`src/complex_float_axpy_core_macros.svh`:
```
// ---------------------------------------------------------------------------
// Assertion macros for the complex float axpy core
// Shared property forms, sampled on clk and masked while rst_n is low.
// ---------------------------------------------------------------------------
`ifndef COMPLEX_FLOAT_AXPY_CORE_MACROS_SVH
`define COMPLEX_FLOAT_AXPY_CORE_MACROS_SVH

// Two signals that must agree on every edge
`define CFA_ASSERT_SAME(label, lhs, rhs) \
  label: assert property (@(posedge clk) disable iff (!rst_n) ((lhs) == (rhs))) \
    else $error("signals disagree");

// A cause that must be followed by its effect a fixed number of cycles later
`define CFA_ASSERT_DELAY(label, cause, n, effect) \
  label: assert property (@(posedge clk) disable iff (!rst_n) (cause) |-> ##n (effect)) \
    else $error("expected effect missing");

`endif

```
`src/cfa_pkg.sv`:
```
// ---------------------------------------------------------------------------
// cfa_pkg
// Item types, binary32 constants and helpers for the complex float axpy core.
// ---------------------------------------------------------------------------
package cfa_pkg;

  // binary32 codes
  localparam logic [31:0] QNAN32 = 32'h7FC0_0000;
  localparam logic [30:0] INF_MAG = 31'h7F80_0000;
  localparam logic [31:0] SIGN_BIT = 32'h8000_0000;

  // Register indexes of the write port
  localparam logic CFG_ALPHA_RE = 1'b0;
  localparam logic CFG_ALPHA_IM = 1'b1;

  // Pipeline depth of one fused multiply-add unit
  localparam int unsigned FMA_DEPTH = 7;

  typedef struct packed {
    logic [31:0] x_real;
    logic [31:0] x_imag;
    logic [31:0] y_real;
    logic [31:0] y_imag;
    logic        last_in;
  } in_t;

  typedef struct packed {
    logic [31:0] sum_real;
    logic [31:0] sum_imag;
    logic        last_out;
  } out_t;

  // Position of the highest set bit of a 64-bit word (0 when empty)
  function automatic logic [5:0] top_bit64(input logic [63:0] v);
    logic [5:0] k;
    k = 6'd0;
    for (int i = 0; i < 64; i++) begin
      if (v[i]) k = 6'(i);
    end
    return k;
  endfunction

endpackage

```
`src/cfa_fma.sv`:
```
// ---------------------------------------------------------------------------
// cfa_fma
// Seven-stage binary32 fused multiply-add a*b + c, round to nearest even.
// ---------------------------------------------------------------------------
module cfa_fma (
  input  logic        clk,
  input  logic        rst_n,
  input  logic        in_valid,
  input  logic [31:0] a,
  input  logic [31:0] b,
  input  logic [31:0] c,
  output logic        out_valid,
  output logic [31:0] r
);

  localparam int unsigned DEPTH = cfa_pkg::FMA_DEPTH;

  // valid and special-result delay line
  logic [DEPTH-1:0] vld_r;
  logic [DEPTH-1:0] spec_r;
  logic [31:0]      specv_r [DEPTH];

  // stage 1: unpack, classify, multiply
  logic        nan_c, ia, ib, ic, za, zb, zc, ps, sc, spec_nxt;
  logic [31:0] specv_nxt;
  logic [23:0] ma, mb, mc;
  logic signed [11:0] ea, eb, ec;

  always_comb begin
    za  = (a[30:0] == 31'd0);
    zb  = (b[30:0] == 31'd0);
    zc  = (c[30:0] == 31'd0);
    ia  = (a[30:0] == cfa_pkg::INF_MAG);
    ib  = (b[30:0] == cfa_pkg::INF_MAG);
    ic  = (c[30:0] == cfa_pkg::INF_MAG);
    ps  = a[31] ^ b[31];
    sc  = c[31];
    nan_c = (a[30:0] > cfa_pkg::INF_MAG) || (b[30:0] > cfa_pkg::INF_MAG) ||
            (c[30:0] > cfa_pkg::INF_MAG);
    spec_nxt  = 1'b1;
    specv_nxt = c;
    if (nan_c) begin
      specv_nxt = cfa_pkg::QNAN32;
    end else if (ia || ib) begin
      if (za || zb || (ic && sc != ps)) specv_nxt = cfa_pkg::QNAN32;
      else specv_nxt = {ps, cfa_pkg::INF_MAG};
    end else if (ic) begin
      specv_nxt = c;
    end else if (za || zb) begin
      specv_nxt = zc ? {ps & sc, 31'd0} : c;
    end else begin
      spec_nxt = 1'b0;
    end
    if (a[30:23] == 8'd0) begin
      ma = {1'b0, a[22:0]};
      ea = -12'sd149;
    end else begin
      ma = {1'b1, a[22:0]};
      ea = $signed({4'd0, a[30:23]}) - 12'sd150;
    end
    if (b[30:23] == 8'd0) begin
      mb = {1'b0, b[22:0]};
      eb = -12'sd149;
    end else begin
      mb = {1'b1, b[22:0]};
      eb = $signed({4'd0, b[30:23]}) - 12'sd150;
    end
    if (c[30:23] == 8'd0) begin
      mc = {1'b0, c[22:0]};
      ec = -12'sd149;
    end else begin
      mc = {1'b1, c[22:0]};
      ec = $signed({4'd0, c[30:23]}) - 12'sd150;
    end
  end

  logic [47:0]        s1_prod_r;
  logic signed [11:0] s1_eab_r, s1_ec_r;
  logic [23:0]        s1_mc_r;
  logic               s1_ps_r, s1_sc_r, s1_zc_r;

  always_ff @(posedge clk) begin
    s1_prod_r <= ma * mb;
    s1_eab_r  <= ea + eb;
    s1_mc_r   <= mc;
    s1_ec_r   <= ec;
    s1_ps_r   <= ps;
    s1_sc_r   <= sc;
    s1_zc_r   <= zc;
  end

  // stage 2: normalise product and addend to bit 62
  logic [5:0] tb_p, tb_c;
  logic [6:0] sh_p, sh_c;

  always_comb begin
    tb_p = cfa_pkg::top_bit64({16'd0, s1_prod_r});
    tb_c = cfa_pkg::top_bit64({40'd0, s1_mc_r});
    sh_p = 7'd62 - {1'b0, tb_p};
    sh_c = 7'd62 - {1'b0, tb_c};
  end

  logic [63:0]        s2_big_r, s2_small_r;
  logic signed [11:0] s2_pe_r, s2_ec_r;
  logic               s2_ps_r, s2_sc_r, s2_zc_r;

  always_ff @(posedge clk) begin
    s2_big_r   <= {16'd0, s1_prod_r} << sh_p[5:0];
    s2_small_r <= {40'd0, s1_mc_r} << sh_c[5:0];
    s2_pe_r    <= s1_eab_r - $signed({5'd0, sh_p});
    s2_ec_r    <= s1_ec_r - $signed({5'd0, sh_c});
    s2_ps_r    <= s1_ps_r;
    s2_sc_r    <= s1_sc_r;
    s2_zc_r    <= s1_zc_r;
  end

  // stage 3: order by exponent and align the smaller term with sticky
  logic [63:0]        big3, small3, pre3, mask3;
  logic signed [11:0] be3, d3;
  logic               bs3, ss3, swap3;

  always_comb begin
    swap3 = !s2_zc_r && (s2_ec_r > s2_pe_r);
    if (swap3) begin
      big3 = s2_small_r;
      pre3 = s2_big_r;
      bs3  = s2_sc_r;
      ss3  = s2_ps_r;
      be3  = s2_ec_r;
      d3   = s2_ec_r - s2_pe_r;
    end else begin
      big3 = s2_big_r;
      pre3 = s2_small_r;
      bs3  = s2_ps_r;
      ss3  = s2_sc_r;
      be3  = s2_pe_r;
      d3   = s2_pe_r - s2_ec_r;
    end
    mask3 = ~({64{1'b1}} << d3[5:0]);
    if (s2_zc_r) begin
      small3 = 64'd0;
      ss3    = bs3;
    end else if (d3 >= 12'sd63) begin
      small3 = 64'd1;
    end else if (d3 > 12'sd0) begin
      small3 = (pre3 >> d3[5:0]) | {63'd0, |(pre3 & mask3)};
    end else begin
      small3 = pre3;
    end
  end

  logic [63:0]        s3_big_r, s3_small_r;
  logic signed [11:0] s3_be_r;
  logic               s3_bs_r, s3_ss_r;

  always_ff @(posedge clk) begin
    s3_big_r   <= big3;
    s3_small_r <= small3;
    s3_be_r    <= be3;
    s3_bs_r    <= bs3;
    s3_ss_r    <= ss3;
  end

  // stage 4: add or subtract magnitudes
  logic [63:0] sum4;
  logic        sg4;

  always_comb begin
    if (s3_bs_r == s3_ss_r) begin
      sum4 = s3_big_r + s3_small_r;
      sg4  = s3_bs_r;
    end else if (s3_big_r >= s3_small_r) begin
      sum4 = s3_big_r - s3_small_r;
      sg4  = s3_bs_r;
    end else begin
      sum4 = s3_small_r - s3_big_r;
      sg4  = s3_ss_r;
    end
  end

  logic [63:0]        s4_sum_r;
  logic signed [11:0] s4_be_r;
  logic               s4_sg_r;

  always_ff @(posedge clk) begin
    s4_sum_r <= sum4;
    s4_be_r  <= s3_be_r;
    s4_sg_r  <= sg4;
  end

  // stage 5: find the rounding position, clamped at the subnormal floor
  logic signed [11:0] q5, lo5;

  always_comb begin
    q5  = $signed({6'd0, cfa_pkg::top_bit64(s4_sum_r)}) - 12'sd23;
    lo5 = -12'sd149 - s4_be_r;
    if (q5 < lo5) q5 = lo5;
  end

  logic [63:0]        s5_sum_r;
  logic signed [11:0] s5_q_r, s5_be_r;
  logic               s5_sg_r, s5_zero_r;

  always_ff @(posedge clk) begin
    s5_sum_r  <= s4_sum_r;
    s5_q_r    <= q5;
    s5_be_r   <= s4_be_r;
    s5_sg_r   <= s4_sg_r;
    s5_zero_r <= (s4_sum_r == 64'd0);
  end

  // stage 6: shift the significand into place, extract guard and sticky
  logic [127:0]       t6;
  logic [63:0]        l6;
  logic signed [11:0] nq6;
  logic [23:0]        m6;
  logic               g6, st6;

  always_comb begin
    nq6 = -s5_q_r;
    t6  = {s5_sum_r, 64'd0} >> s5_q_r[6:0];
    l6  = s5_sum_r << nq6[4:0];
    if (s5_q_r <= 12'sd0) begin
      m6  = l6[23:0];
      g6  = 1'b0;
      st6 = 1'b0;
    end else if (s5_q_r >= 12'sd65) begin
      m6  = 24'd0;
      g6  = 1'b0;
      st6 = 1'b0;
    end else begin
      m6  = t6[87:64];
      g6  = t6[63];
      st6 = |t6[62:0];
    end
  end

  logic [23:0]        s6_m_r;
  logic signed [11:0] s6_bias_r;
  logic               s6_g_r, s6_st_r, s6_sg_r, s6_zero_r;

  always_ff @(posedge clk) begin
    s6_m_r    <= m6;
    s6_g_r    <= g6;
    s6_st_r   <= st6;
    s6_bias_r <= s5_q_r + s5_be_r + 12'sd149;
    s6_sg_r   <= s5_sg_r;
    s6_zero_r <= s5_zero_r;
  end

  // stage 7: round to nearest even, pack, pick special results
  logic [24:0]        m7;
  logic [23:0]        mf7;
  logic signed [11:0] bf7;
  logic [30:0]        mag7;
  logic [31:0]        r_nxt;

  always_comb begin
    m7 = {1'b0, s6_m_r} + {24'd0, s6_g_r && (s6_st_r || s6_m_r[0])};
    if (m7[24]) begin
      mf7 = m7[24:1];
      bf7 = s6_bias_r + 12'sd1;
    end else begin
      mf7 = m7[23:0];
      bf7 = s6_bias_r;
    end
    mag7 = {bf7[7:0], 23'd0} + {7'd0, mf7};
    if (bf7 + $signed({11'd0, mf7[23]}) >= 12'sd255) mag7 = cfa_pkg::INF_MAG;
    r_nxt = {s6_sg_r, mag7};
    if (spec_r[DEPTH-2]) r_nxt = specv_r[DEPTH-2];
    else if (s6_zero_r) r_nxt = 32'd0;
  end

  always_ff @(posedge clk) begin
    r <= r_nxt;
  end

  // advance valid and special flags alongside the data
  always_ff @(posedge clk) begin
    if (!rst_n) begin
      vld_r <= '0;
    end else begin
      vld_r <= {vld_r[DEPTH-2:0], in_valid};
    end
  end

  always_ff @(posedge clk) begin
    spec_r     <= {spec_r[DEPTH-2:0], spec_nxt};
    specv_r[0] <= specv_nxt;
    for (int i = 1; i < DEPTH; i++) begin
      specv_r[i] <= specv_r[i-1];
    end
  end

  assign out_valid = vld_r[DEPTH-1];

endmodule

```
`config.mk`:
```
export PLATFORM = sky130hd
export DESIGN_NAME = cfa_fma
export DESIGN_NICKNAME = d
export VERILOG_FILES = /design/src/complex_float_axpy_core_macros.svh /design/src/cfa_pkg.sv /design/src/cfa_fma.sv
export SDC_FILE = /design/constraint.sdc
export NUM_CORES = 2
export LEC_CHECK = 0
export ABC_AREA = 1
export BUFFER_PORTS_ARGS = -buffer_cell sky130_fd_sc_hd__buf_2
export CORE_UTILIZATION = 50
export CTS_CLUSTER_SIZE = 20
export DETAILED_ROUTE_END_ITERATION = 8
export PLACE_DENSITY = 0.67
export REMOVE_ABC_BUFFERS = 1
export SLEW_MARGIN = 5
export SYNTH_ARGS = -nofsm -noshare
export SYNTH_HDL_FRONTEND = slang
export SYNTH_SLANG_ARGS = --single-unit
```
`constraint.sdc`:
```
create_clock -name clk -period 24.5 [get_ports clk]
set_clock_uncertainty 0.1 [all_clocks]
set_input_delay 2.45 -clock clk [delete_from_list [all_inputs] [get_ports clk]]
set_output_delay 2.45 -clock clk [all_outputs]
set_load 0.01 [all_outputs]
```
==> impl_metrics.csv <==
group,metric,value,unit
routing,wl_per_cell,21.5,um
setup_path,cp.arrival,10420,ps
setup_path,reg2reg_to,"s2_big_r[53]",
global_routing,antenna_found_initial,10,
routing,avgViaCountPerCell,5.53,
place,pre_cts_slack,13910,ps
yosys,ys.flop_type,"dfxtp_1",
setup_path,crit_cells,44,
routing,drt_iter0_markers,6073,
hold_path,hold_class,"flip-flop to flip-flop",
timing,max_slew_margin,2.16,%
timing,rsz0062_at_grt,"false",
final_layout,final_area,75700,um^2
yosys,synth_area_per_cell,6.93,um^2
timing,fmax,101,MHz
cts,cts_tree,"done",
setup_path,worstSetupPathType,"input pin to flip-flop",
timing,setup_tns,0,ps
global_routing,grt_pass1_vias,63915,
setup_path,endpoint,"s1_prod_r[46]",
cts,root_buffer,"clkbuf_16",
timing,drv_slew,0,
global_routing,grt_max_degree,245,
setup_path,startpoint_type,"input pin",
setup_path,critPathMaxStageDelay,530,ps
routing,drc,0,
yosys,ys_warn_count,0,
place,dp_hpwl,211000,um
yosys,synthTopCellsByArea,"dfxtp_1 (24%), fa_1 (14%), nand2_1 (13%)",
routing,ant_nets,0,
yosys,netlist.area_leader.share,23.8,%
yosys,ys_ff_latch,837,
setup_path,r2r_setup_slack,16440,ps
global_routing,track_usage,35.7,%
yosys,synthCells,10160,
yosys,synth.most_common_cell,"nand2_1",
final_layout,syn2layout_area_growth,7.40,%
setup_path,crit_slowest_cell,"fa_1",
cts,clock-sinks,837,
place,place_inst,11791,
timing,setup_viol_count_final,0,
place,placed_cell_area,72400,um^2
yosys,yosysSeqAreaShare,23.8,%
floorplan,fp.dieW,377,um
setup_path,worstRegToRegCells,37,
setup_path,worst_path_most_repeated_cell,"a21oi_2",
setup_path,path_max_fanout,25,
yosys,ys_top_cells_by_count,"nand2_1 (2,376), inv_1 (1,864), o21ai_0 (1,045)",
place,finalWeightedCongestion,1.03,
routing,drt_wl_total,258000,um
final_layout,layout-drive-gt1-share,4.97,%
floorplan,die_area,142000,um^2
cts,worstSkewPairLatency,730,ps
run_status,failed_checks,"max-capacitance violations",
timing,hold_viol,0,
cts,numCtsBuffers,90,
cts,clk_pin_slew_worst_paths,60,ps
setup_path,crit_family,"adder cells",
cts,ctsResizeCount,0,
yosys,syn_area,70500,um^2
yosys,synthDistinctLibCells,78,
cts,postCtsHoldBufs,0,
timing,max_slew.worst_pin.slew,1460,ps
cts,clock_path_buffers,3,
timing,setup_ws,14590,ps
timing,fin_crit_sh,40.4,%
cts,post-cts-setup-buffer-count,0,
run_status,status,"finished with violations",
routing,vias,66143,
final_layout,final_nets,11056,
floorplan,core_area,140000,um^2
floorplan,ios,132,
setup_path,critical_path.startpoint,"a[6]",
global_routing,grt_overflow_total,0,
setup_path,worstPathRequired,25020,ps
floorplan,initial_core_util,50.4,%
setup_path,cp-end-kind,"flip-flop",
global_routing,grt_pass1_wl,387000,um
floorplan,die_y,377,um
yosys,yosysTopAreaCell,"dfxtp_1",
cts,htree_levels,3,
place,numPortBuffers,131,
final_layout,layoutNonFillerInstCount,11965,
routing,first_pass_iters,8,
yosys,async_reset_ff_share,0,%
setup_path,crit_buf_inv,6,
timing,period_needed,9910,ps
floorplan,row_count,137,
flow_run,max-cap-violations,1,
setup_path,r2r_start,"s1_prod_r[2]",
yosys,synth_edf_count,0,
-- logic make-up (layout without fill, tap and decap cells) --
family                     count (synthesis)  after routing  share of synthesized area [%]
AOI/OAI and AO/OA                       2180           2180                           17.3
xor gates and xnor gates                 206            206                           2.56
adders and majority gates                950            950                           22.1
buffers and inverters                   2379           2265                           12.8
DFF                                      837            837                           23.8
muxes                                    111            111                           1.58
other                                      2             45                         0.0107
and+or+nand+nor                         3495           3495                           19.9
-- placed cells by master (no fill, tap or decap), drive strengths merged, types with 12 or more instances in the layout --
cell type  Yosys  final
nand2       2390   2390
inv         1881   1891
o21ai       1138   1138
dfxtp        837    837
nor2         656    656
a21oi        615    615
fa           491    491
ha           459    459
nand3        251    251
buf           77    204
xor2         162    162
mux2i        110    110
clkbuf       409    107
o211ai        64     64
nor3          59     59
o22ai         56     56
nand4         53     53
a31oi         49     49
clkinv        12     46
xnor2         44     44
conb           2     39
nor4          37     37
or2           34     34
o21a          32     32
o31ai         30     30
o221ai        23     23
a221oi        21     21
o21bai        20     20
a211oi        17     17
a22oi         17     17
a21boi        14     14
a32o          13     13
o2111ai       12     12
-- how the worst min path moves through the flow --
stage | from | to | cells after the start
2_1_floorplan | s1_ps_r | s2_ps_r | 0
3_3_place_gp | specv_r[1][18] | specv_r[2][18] | 0
3_5_place_dp | s3_be_r[7] | s4_be_r[7] | 0
4_1_cts | specv_r[3][15] | specv_r[4][15] | 0
5_1_grt | specv_r[0][0] | specv_r[1][0] | 0
6_report | specv_r[3][15] | specv_r[4][15] | 0
-- state kept, by name, indices dropped and copies added (netlist names), 7 cells and up --
signal,flops
r,32
s1_eab_r,12
s1_ec_r,9
s1_mc_r,24
s1_prod_r,48
s2_big_r,64
s2_ec_r,12
s2_pe_r,12
s2_small_r,64
s3_be_r,12
s3_big_r,64
s3_small_r,64
s4_be_r,12
s4_sum_r,64
s5_be_r,12
s5_q_r,12
s5_sum_r,64
s6_bias_r,12
s6_m_r,24
specv_r,192
vld_r,7
-- metal layers --
metal	vias up	global-route usage, %	part of all wire, %
met3	527	6.04	7.5
met5	-	0	0.0097
met4	4	15.8	5.0
met1	31339	45.8	42
li1	31624	-	-
met2	2649	58.8	46
-- worst reg2reg max path: cells and delay by family, from the launching register on --
family | cells | cell delay (ps)
AO/OA/AOI/OAI | 23 | 3690
adder cells (fa/ha/maj) | 1 | 370
buffers and inverters | 4 | 2340
flip-flops | 1 | 450
multiplexers | 1 | 170
AND/OR/NAND/NOR | 8 | 740
-- final cells by class --
type | count | area (um^2)
Antenna cell | 6 | 15.0
Clock buffer | 107 | 2430
Clock inverter | 61 | 806
Fill cell | 13944 | 64000
Inverter | 1893 | 7110
Multi-Input combinational cell | 6981 | 45000
Sequential cell | 837 | 16800
Tap cell | 1876 | 2350
Timing Repair Buffer | 204 | 1220
-- stage by stage --
step	util [%]	hold slack (ps)
global route	54.2	221
detailed placement	51.8	212
CTS	54.2	216
global placement	51.8	209
floorplan	-	210
finish	54.2	218
Power is not shown: default switching activity piles up to over one toggle a cycle in this logic, so the estimate is an artifact.
